`src/design/teq_ram.sv`:
```
module teq_ram #(
   parameter int WIDTH = 8,
   parameter int DEPTH = 32
) (
   input  logic                                   clock,
   input  logic                                   wr_en,
   input  logic [((DEPTH > 1) ? $clog2(DEPTH) : 1)-1:0] wr_addr,
   input  logic [WIDTH-1:0]                       wr_data,
   input  logic [((DEPTH > 1) ? $clog2(DEPTH) : 1)-1:0] rd_addr,
   output logic [WIDTH-1:0]                       rd_data
);
   logic [WIDTH-1:0] mem [DEPTH];
   logic [WIDTH-1:0] rd_data_ff;

   always_ff @(posedge clock) begin
      if (wr_en) begin
         mem[wr_addr] <= wr_data;
      end
      rd_data_ff <= mem[rd_addr];
   end

   assign rd_data = rd_data_ff;
endmodule

```
`config.mk`:
```
export PLATFORM = sky130hd
export DESIGN_NAME = teq_ram
export DESIGN_NICKNAME = d
export VERILOG_FILES = /design/src/design/teq_ram.sv
export SDC_FILE = /design/constraint.sdc
export NUM_CORES = 1
export LEC_CHECK = 0
export ABC_AREA = 1
export BUFFER_PORTS_ARGS = -buffer_cell sky130_fd_sc_hd__clkbuf_2
export CORE_UTILIZATION = 30
export CTS_CLUSTER_DIAMETER = 120
export DETAILED_ROUTE_END_ITERATION = 16
export GPL_ROUTABILITY_DRIVEN = 1
export PLACE_DENSITY = 0.55
export SLEW_MARGIN = 25
export SYNTH_ARGS = -nofsm -noshare
export SYNTH_HDL_FRONTEND = slang
export SYNTH_SLANG_ARGS = --single-unit
```
`constraint.sdc`:
```
create_clock -name clock -period 2.39 [get_ports clock]
set_input_delay 0.478 -clock clock [delete_from_list [all_inputs] [get_ports clock]]
set_output_delay 0.478 -clock clock [all_outputs]
set_load 0.01 [all_outputs]
```
==> results.cfg, run 1 <==
[synthesis]
yosys.area.top_type_share = 0.713
synth_top_cell_by_area = edfxtp_1
yosys_warnings = 0
ys_seq_elements = 264
syn_area_sq_mm = 0.0108
synthTopCellsByArea = edfxtp_1 (71%), nand2_1 (13%), nand3_1 (9.5%)
syn_area_per_cell_sq_um = 11.7
synth_cell_types = 12
synth_fp_nets = 942
syn_inst = 922
ys_seq_area_frac = 0.728

[final_layout]
drive_gt1_frac = 0.119
nets = 993
multi_input_area_sq_mm = 0.00249
n_antenna_cell = 0
nFillCells = 3480
synthToLayoutAreaGrowth_pct = 15.2
register_area_sq_mm = 0.00785
fin_util = 0.350

[sta]
finalSetupViolCount = 0
slew_headroom = 0.440
skew_ns = 0.0161
hold_viol = 0
fin_setup_tns_ns = 0
rsz0062_at_grt = false
postLayoutSetupSlackWorst_ns = 0.795
fmaxAchievable_mhz = 627
fin_crit_sh = 0.667
maxSlewViolCount = 0
tightest_slew_ns = 0.839
holdWs_ns = 0.328
period_minus_slack_ns = 1.60

[routing]
drt_iter0_drc = 547
ant_nets = 0
drt_first_pass_iters = 4
via_per_inst = 4.64
wl_per_cell_microns = 18.2
drc_errors = 0
wl_mm = 26.5
via_count = 6745

[worst_setup_path]
required_ns = 1.91
crit_path_max_incr_delay_ns = 0.41
cp_cell_sequence = clkbuf_2
cp_top_family = flip-flops
worstPathMaxFanout = 1
path_class = flop to output pin
r2r_start = mem[0][5]
reg2reg_to = rd_data[5]
end_kind = output pin
path_buf_inv = 1
critPathArrivalTime_ns = 1.12
rrSetupSlack_ns = 1.22
critPathSlowestCell = dfxtp_1
reg2reg_depth = 8
cp.depth = 1
start_kind = flop

[grt]
antenna_found_initial = 0
overflow = 0
grt.total_usage = 0.148
grt_pass1_vias = 6764
grt_start_max_net_pins = 72
grt_pass1_wl_mm = 40.8

[clock_tree]
cts_buffers = 26
cts_tree = yes
cts_setup_buffers = 0
cts.clk_slew.worst_paths_ns = 0.06
cts_buffer_depth = 3
clk_latency_ns = 0.54
clock-sinks = 264
postCtsHoldBufs = 0
post_cts_resized = 0
cts_max_level = 1
cts-root-buf = clkbuf_16

[placement]
dp_slack_ns = 0.274
io_buffers = 27
dp_hpwl_mm = 15.7
place.gp.congestion = 0.751

[die]
dieArea_sq_mm = 0.0367
dieWidth_microns = 192
coreArea_sq_mm = 0.0355
start_util = 0.304
die_y_microns = 192
rows = 69
ioPinCount = 28

[power]
swShare = 0.220
irDropWorstVdd_mv = 0.453
pwr_density_cell_mw_per_mm2 = 805
cellLeakagePower_nw = 4.60
p_clk_frac = 0.420
p_int_w = 0.00780
comb_power_share = 0.063
power_frac_seq = 0.517
switching_power_w = 0.00220

[job]
max_cap_violations = 0

[min_path]
hold_start = rd_addr[4]
hold_end = rd_data[2]
whs_path_depth = 3
hold_class = input port to flop

[status]
status = finished clean
## placed cells by master, fill, tap and decap left out, drive strengths merged
cell,instances
nand2,360
clkinv,9
inv,11
bufinv,3
nand3,204
nor2,32
clkbuf,60
buf,49
clkinvlp,1
edfxtp,256
dfxtp,8
## Yosys cell counts, drive strengths merged
| cell type | instances |
|---|---|
| edfxtp | 256 |
| nand3 | 204 |
| buf | 45 |
| clkbuf | 7 |
| nand2 | 360 |
| inv | 10 |
| dfxtp | 8 |
| nor2 | 32 |
## registers in the layout (all words and copies together), names as in the netlist
register	count
mem	256
rd_data	8
## metal layers
| metal | global-route usage | share of wire | vias up |
|---|---|---|---|
| met4 | 0.0449 | 0.023 | 0 |
| met3 | 0.0201 | 0.051 | 38 |
| met2 | 0.236 | 0.45 | 172 |
| met1 | 0.209 | 0.47 | 3236 |
| li1 | - | - | 3299 |
| met5 | 0 | 0 | - |
## cells by family (layout without fill, tap and decap cells)
kind of cell  Yosys count  in the layout  synth area share
buf+inv                62            133            0.0414
flops                 264            264             0.728
simple gates          596            596             0.231
## metrics by stage
stage | area (sq um) | power, W | instances
floorplan | 10800 | 0.00564 | 922
global placement | 11500 | 0.00591 | 1406
detailed placement | 11500 | 0.00591 | 1406
CTS | 12400 | 0.0101 | 1454
global route | 12400 | 0.0103 | 1454
finish | 12400 | 0.0100 | 1454
## final cells by class
class,count,share of cell area
clock inverters,14,0.0122
flip-flops and latches,264,0.632
well taps,461,0.0464
multi-input cells,596,0.201
inverters,10,0.00322
clock buffers,34,0.0589
repair buffers,75,0.0471
## power by group through the flow
stage | combinational (W) | sequential, W | clock [W]
detailed placement | 0.000640 | 0.00527 | 0
global placement | 0.000635 | 0.00527 | 0
finish | 0.000630 | 0.00517 | 0.00420
CTS | 0.000642 | 0.00517 | 0.00428
floorplan | 0.000371 | 0.00527 | 0
global route | 0.000706 | 0.00517 | 0.00442
## how the worst max path moves through the flow
stage	start	endpoint	slack (ns)
after global placement	wr_addr[0]	mem[14][1]	0.31
after CTS	rd_data[2]	rd_data[2]	0.77
after floorplan	wr_addr[0]	mem[0][0]	0.88
after global routing	wr_addr[0]	mem[14][6]	0.73
final	rd_data[7]	rd_data[7]	0.79
after detailed placement	wr_addr[0]	mem[14][1]	0.27
Power figures use the tool's default switching activity.
==> run 2: changes to the inputs <==
- ABC_AREA: 1 -> 0
- PLACE_DENSITY: 0.55 -> 0.57
- clock period: 2.39 -> 1.4 ns (I/O delays scaled with it)
==> run 2 against run 1 <==
Effect of this change: the flow now finishes with violations (negative setup slack); first-iteration DRC count shrank 25%; final area shrank 1.3%; cell count shrank 34%; combinational power grew 54%; via count shrank 33%; global-route usage shrank 1.5 points; sequential share of layout area grew 0.88 points; worst hold slack lost 0.15 ns; critical path depth grew 2; utilization grew 2.4 points; critical path type is now flop to flop; largest cell class unchanged.
==> results.cfg, run 2 <==
[status]
status = finished, violations left
failed_checks = negative setup slack

[clock_tree]
cts.clk_slew.worst_paths_ns = 0.06
cts_tree = yes
cts_buffer_depth = 3
cts_buffers = 26
clk_latency_ns = 0.54
cts-root-buf = clkbuf_16
cts_setup_buffers = 0
clock-sinks = 264
cts_max_level = 1
postCtsHoldBufs = 0

[sta]
period_minus_slack_ns = 1.86
slew_headroom = 0.543
fin_crit_sh = 1.33
hold_viol = 0
finalSetupViolCount = 8
holdWs_ns = 0.173
maxSlewViolCount = 0
skew_ns = 0.0241
tightest_slew_ns = 0.685
fmaxAchievable_mhz = 539
rsz0062_at_grt = true
postLayoutSetupSlackWorst_ns = -0.456

[worst_setup_path]
path_class = flop to flop
start_kind = flop
end_kind = flop
critPathSlowestCell = mux4_2
cp_top_family = multiplexers
critPathArrivalTime_ns = 2.25
rrSetupSlack_ns = -0.46
path_buf_inv = 0
r2r_start = mem[21][2]
reg2reg_depth = 3
worstPathMaxFanout = 1
critPathCapture = rd_data[2]
cp_cell_sequence = mux4_2, mux4_2, mux2_4
worstSetupStartpoint = mem[21][2]
reg2reg_to = rd_data[2]
cp.depth = 3
path_common_cell = mux4_2
crit_path_max_incr_delay_ns = 0.53
required_ns = 1.80

[placement]
io_buffers = 27
place.gp.congestion = 0.734
placed_cell_area_sq_mm = 0.0114
dp_hpwl_mm = 14.3
dp_slack_ns = -0.812

[synthesis]
yosysMostFrequentCell = edfxtp_1
yosys.area.top_type_share = 0.765
synth_edf_count = 256
syn_area_sq_mm = 0.0101
async_flop_share = 0
ys_seq_elements = 264
synth_common_cells = edfxtp_1 (256), mux4_2 (80), nor2_1 (33)
yosys_warnings = 0
synth_top_cell_by_area = edfxtp_1
syn_area_per_cell_sq_um = 24.1
synthTopCellsByArea = edfxtp_1 (76%), mux4_2 (18%), dfxtp_1 (1.6%)
synth_cell_types = 15
syn_inst = 417
ys_seq_area_frac = 0.781
synth_fp_nets = 437
ys.flop_type = edfxtp_1

[die]
coreArea_sq_mm = 0.0328
start_util = 0.307
rows = 66
ioPinCount = 28
dieArea_sq_mm = 0.0342
die_y_microns = 185
dieWidth_microns = 185

[grt]
antenna_found_initial = 1
grt_pass1_wl_mm = 32.5
grt_start_max_net_pins = 33
overflow = 0
grt_pass1_vias = 4738
grt.total_usage = 0.133

[final_layout]
nets = 524
regMostFlops = mem
n_antenna_cell = 0
synthToLayoutAreaGrowth_pct = 22.0
final_cell_area_sq_mm = 0.0123
multi_input_area_sq_mm = 0.00224
drive_gt1_frac = 0.437
nFillCells = 2941
largest_reg_flops = 256
register_area_sq_mm = 0.00785
layout_commonest_cell = edfxtp_1
final_cell_mix = edfxtp_1 (256), mux4_2 (80), buf_4 (29)
fin_util = 0.374

[power]
pwr_density_cell_mw_per_mm2 = 1320
cellLeakagePower_nw = 3.86
finalPower_w = 0.0162
irDropWorstVdd_mv = 0.774

[routing]
ant_nets = 0
drc_errors = 0
routed.top_layer = met4
drt_iter0_drc = 409
drt_first_pass_iters = 4
wl_per_cell_microns = 22.8
wl_met1_mm = 9.64
via_count = 4513
wl_mm = 22.1
met3WireLength_mm = 1.60
wl_met2_mm = 10.5
via_per_inst = 4.67

[min_path]
hold_class = input port to flop

[job]
max_cap_violations = 0
run 2: logic make-up after synthesis:
family        count (synthesis)  share of synthesized area
simple gates                 45                     0.0207
buf+inv                      20                     0.0106
mux                          88                      0.188
flops                       264                      0.781
run 2: worst min-delay path by stage:
stage                          start          to  slack, ns  cells past startpoint
after floorplan           wr_data[0]   mem[0][0]       0.38                      0
after global placement    rd_data[2]  rd_data[2]       0.69                      1
after detailed placement  rd_data[2]  rd_data[2]       0.68                      1
after CTS                 wr_data[7]  mem[20][7]       0.16                      2
after global routing      wr_data[7]  mem[20][7]       0.17                      2
final                     wr_data[5]  mem[16][5]       0.17                      2
run 2: stage by stage:
stage	TNS, ns	instances
finish	-3.04	966
global placement	-51.30	918
detailed placement	-52.92	918
global route	-3.27	966
CTS	-3.13	966
floorplan	-10.89	417
run 2: what timing repair did:
action,CTS,global route
setup endpoints to repair,11,8
hold endpoints to repair,0,0
resized for setup,11,0
run 2: routing by layer:
metal / global-route usage / vias to the layer above
met1: 0.195 / 2388
li1: - / 1956
met2: 0.208 / 146
met4: 0.0294 / 0
met5: 0 / -
met3: 0.0212 / 23
run 2: power by group:
group,internal [W],switching [W],total [W]
combinational,0.000466,0.000505,0.000971
clock,0.00354,0.00282,0.00636
sequential,0.00879,0.0000489,0.00884
total,0.0128,0.00337,0.0162
run 2: cell type report:
type                       instances  area share
timing repair buffer              79      0.0676
sequential                       264       0.640
clock buffer                      35      0.0575
tap                              442      0.0451
multi-input combinational        133       0.183
clock inverter                    13     0.00643
==> run 3: changes to the inputs <==
- CELL_PAD_IN_SITES_DETAIL_PLACEMENT: not set -> 1
- CELL_PAD_IN_SITES_GLOBAL_PLACEMENT: not set -> 2
- PLACE_DENSITY: 0.57 -> 0.64
- SLEW_MARGIN: 25 -> 20
==> run 3 against run 2 <==
Effect of this change: the flow still finishes with violations (negative setup slack); register-to-register slack gained 0.02 ns; power rose by 13%; worst hold slack is essentially flat; utilization increased by 0.44 points; flip-flop and latch count unchanged.
==> results.cfg, run 3 (synthesized netlist as in run 2, its figures left out) <==
[final_layout]
final_cell_mix = edfxtp_1 (256), mux4_2 (80), buf_4 (28)
layout_commonest_cell = edfxtp_1
synthToLayoutAreaGrowth_pct = 23.4
n_antenna_cell = 0
nFillCells = 3129
drive_gt1_frac = 0.440
largest_reg_flops = 256
register_area_sq_mm = 0.00785
final_cell_area_sq_mm = 0.0124
multi_input_area_sq_mm = 0.00223
regMostFlops = mem
nets = 518

[sta]
fin_crit_sh = 1.31
period_minus_slack_ns = 1.84
postLayoutSetupSlackWorst_ns = -0.439
skew_ns = 0.00993
hold_viol = 0
rsz0062_at_grt = true
fmaxAchievable_mhz = 544
slew_headroom = 0.548
maxSlewViolCount = 0
tightest_slew_ns = 0.678
finalSetupViolCount = 8

[die]
dieArea_sq_mm = 0.0342
coreArea_sq_mm = 0.0328
rows = 66
ioPinCount = 28
start_util = 0.307
die_y_microns = 185
dieWidth_microns = 185

[clock_tree]
cts_buffers = 26
cts_buffer_depth = 3
postCtsHoldBufs = 0
cts_tree = yes
clock-sinks = 264
cts-root-buf = clkbuf_16
cts.clk_slew.worst_paths_ns = 0.07
cts_max_level = 1
clk_latency_ns = 0.53

[power]
cellLeakagePower_nw = 3.91
pwr_density_cell_mw_per_mm2 = 1470
finalPower_w = 0.0182
irDropWorstVdd_mv = 0.837

[routing]
via_count = 4430
drt_iter0_drc = 389
via_per_inst = 4.61
wl_per_cell_microns = 23.1
drt_first_pass_iters = 4
drc_errors = 0
ant_nets = 0
wl_mm = 22.2

[grt]
grt_start_max_net_pins = 41
antenna_found_initial = 0
grt.total_usage = 0.134
overflow = 0
grt_pass1_vias = 4855
grt_pass1_wl_mm = 33.0

[worst_setup_path]
cp.depth = 3
rrSetupSlack_ns = -0.44
path_class = flop to flop
critPathArrivalTime_ns = 2.25
critPathSlowestCell = mux4_2
worstPathMaxFanout = 1
cp_cell_sequence = mux4_2, mux4_2, mux2_2
end_kind = flop
path_buf_inv = 0
start_kind = flop
reg2reg_depth = 3
path_common_cell = mux4_2
crit_path_max_incr_delay_ns = 0.53
cp_top_family = multiplexers
required_ns = 1.81

[min_path]
whs_path_depth = 2
hold_class = input port to flop

[job]
max_cap_violations = 0

[placement]
dp_hpwl_mm = 14.4
place.gp.congestion = 0.753
io_buffers = 27
placed_cell_area_sq_mm = 0.0113

[status]
status = finished, violations left
failed_checks = negative setup slack
run 3: cell count changes in the layout (fill, tap and decap cells not counted), moves of 4 or more:
| cell | previous run | this run |
|---|---|---|
| bufinv_16 | 0 | 10 |
| mux2_4 | 8 | 4 |
| mux2_2 | 0 | 4 |
| buf_12 | 24 | 19 |
| clkinv_2 | 8 | 2 |
| clkbuf_1 | 7 | 1 |
run 3: path summary, 6_finish.rpt:
kind                   start         end
setup / recovery  mem[23][6]  rd_data[6]
hold / removal    wr_data[1]   mem[0][1]
setup reg to reg  mem[23][6]  rd_data[6]
hold reg to reg   mem[30][2]  rd_data[2]
run 3: metal layers:
metal,share of wire,GRT usage,up-vias
li1,-,-,1937
met1,0.46,0.187,2379
met2,0.48,0.214,91
met3,0.042,0.0226,23
met4,0.019,0.0390,0
met5,0,0,-
run 3: timing repair:
| item | 4_1_cts | 5_1_grt |
|---|---|---|
| pin swaps | 0 | 0 |
| setup endpoints to repair | 8 | 8 |
| buffers inserted | 0 | 0 |
| endpoints found under the hold margin | 0 | 0 |
| gates resized for setup | 1 | 3 |
run 3: stage by stage:
| stage | hold WS (ns) | TNS [ns] | std cells | utilization | worst slack (ns) |
|---|---|---|---|---|---|
| global placement | 0.715 | -44.92 | 912 | 0.346 | -0.817 |
| detailed placement | 0.710 | -50.31 | 912 | 0.346 | -0.829 |
| finish | 0.173 | -3.25 | 960 | 0.378 | -0.439 |
| global route | 0.180 | -3.50 | 960 | 0.378 | -0.471 |
| CTS | 0.164 | -3.34 | 960 | 0.378 | -0.466 |
| floorplan | 0.379 | -10.89 | 417 | - | -0.477 |
run 3: final cells by class:
class | instances | area share
flip-flops and latches | 264 | 0.633
multi-input cells | 133 | 0.180
repair buffers | 73 | 0.0581
clock buffers | 28 | 0.0548
well taps | 442 | 0.0446
clock inverters | 20 | 0.0303
run 3: where the power goes:
part	internal, W	switching (W)	total [W]
registers	0.00878	0.0000455	0.00883
logic	0.000465	0.000518	0.000983
clock network	0.00539	0.00303	0.00842
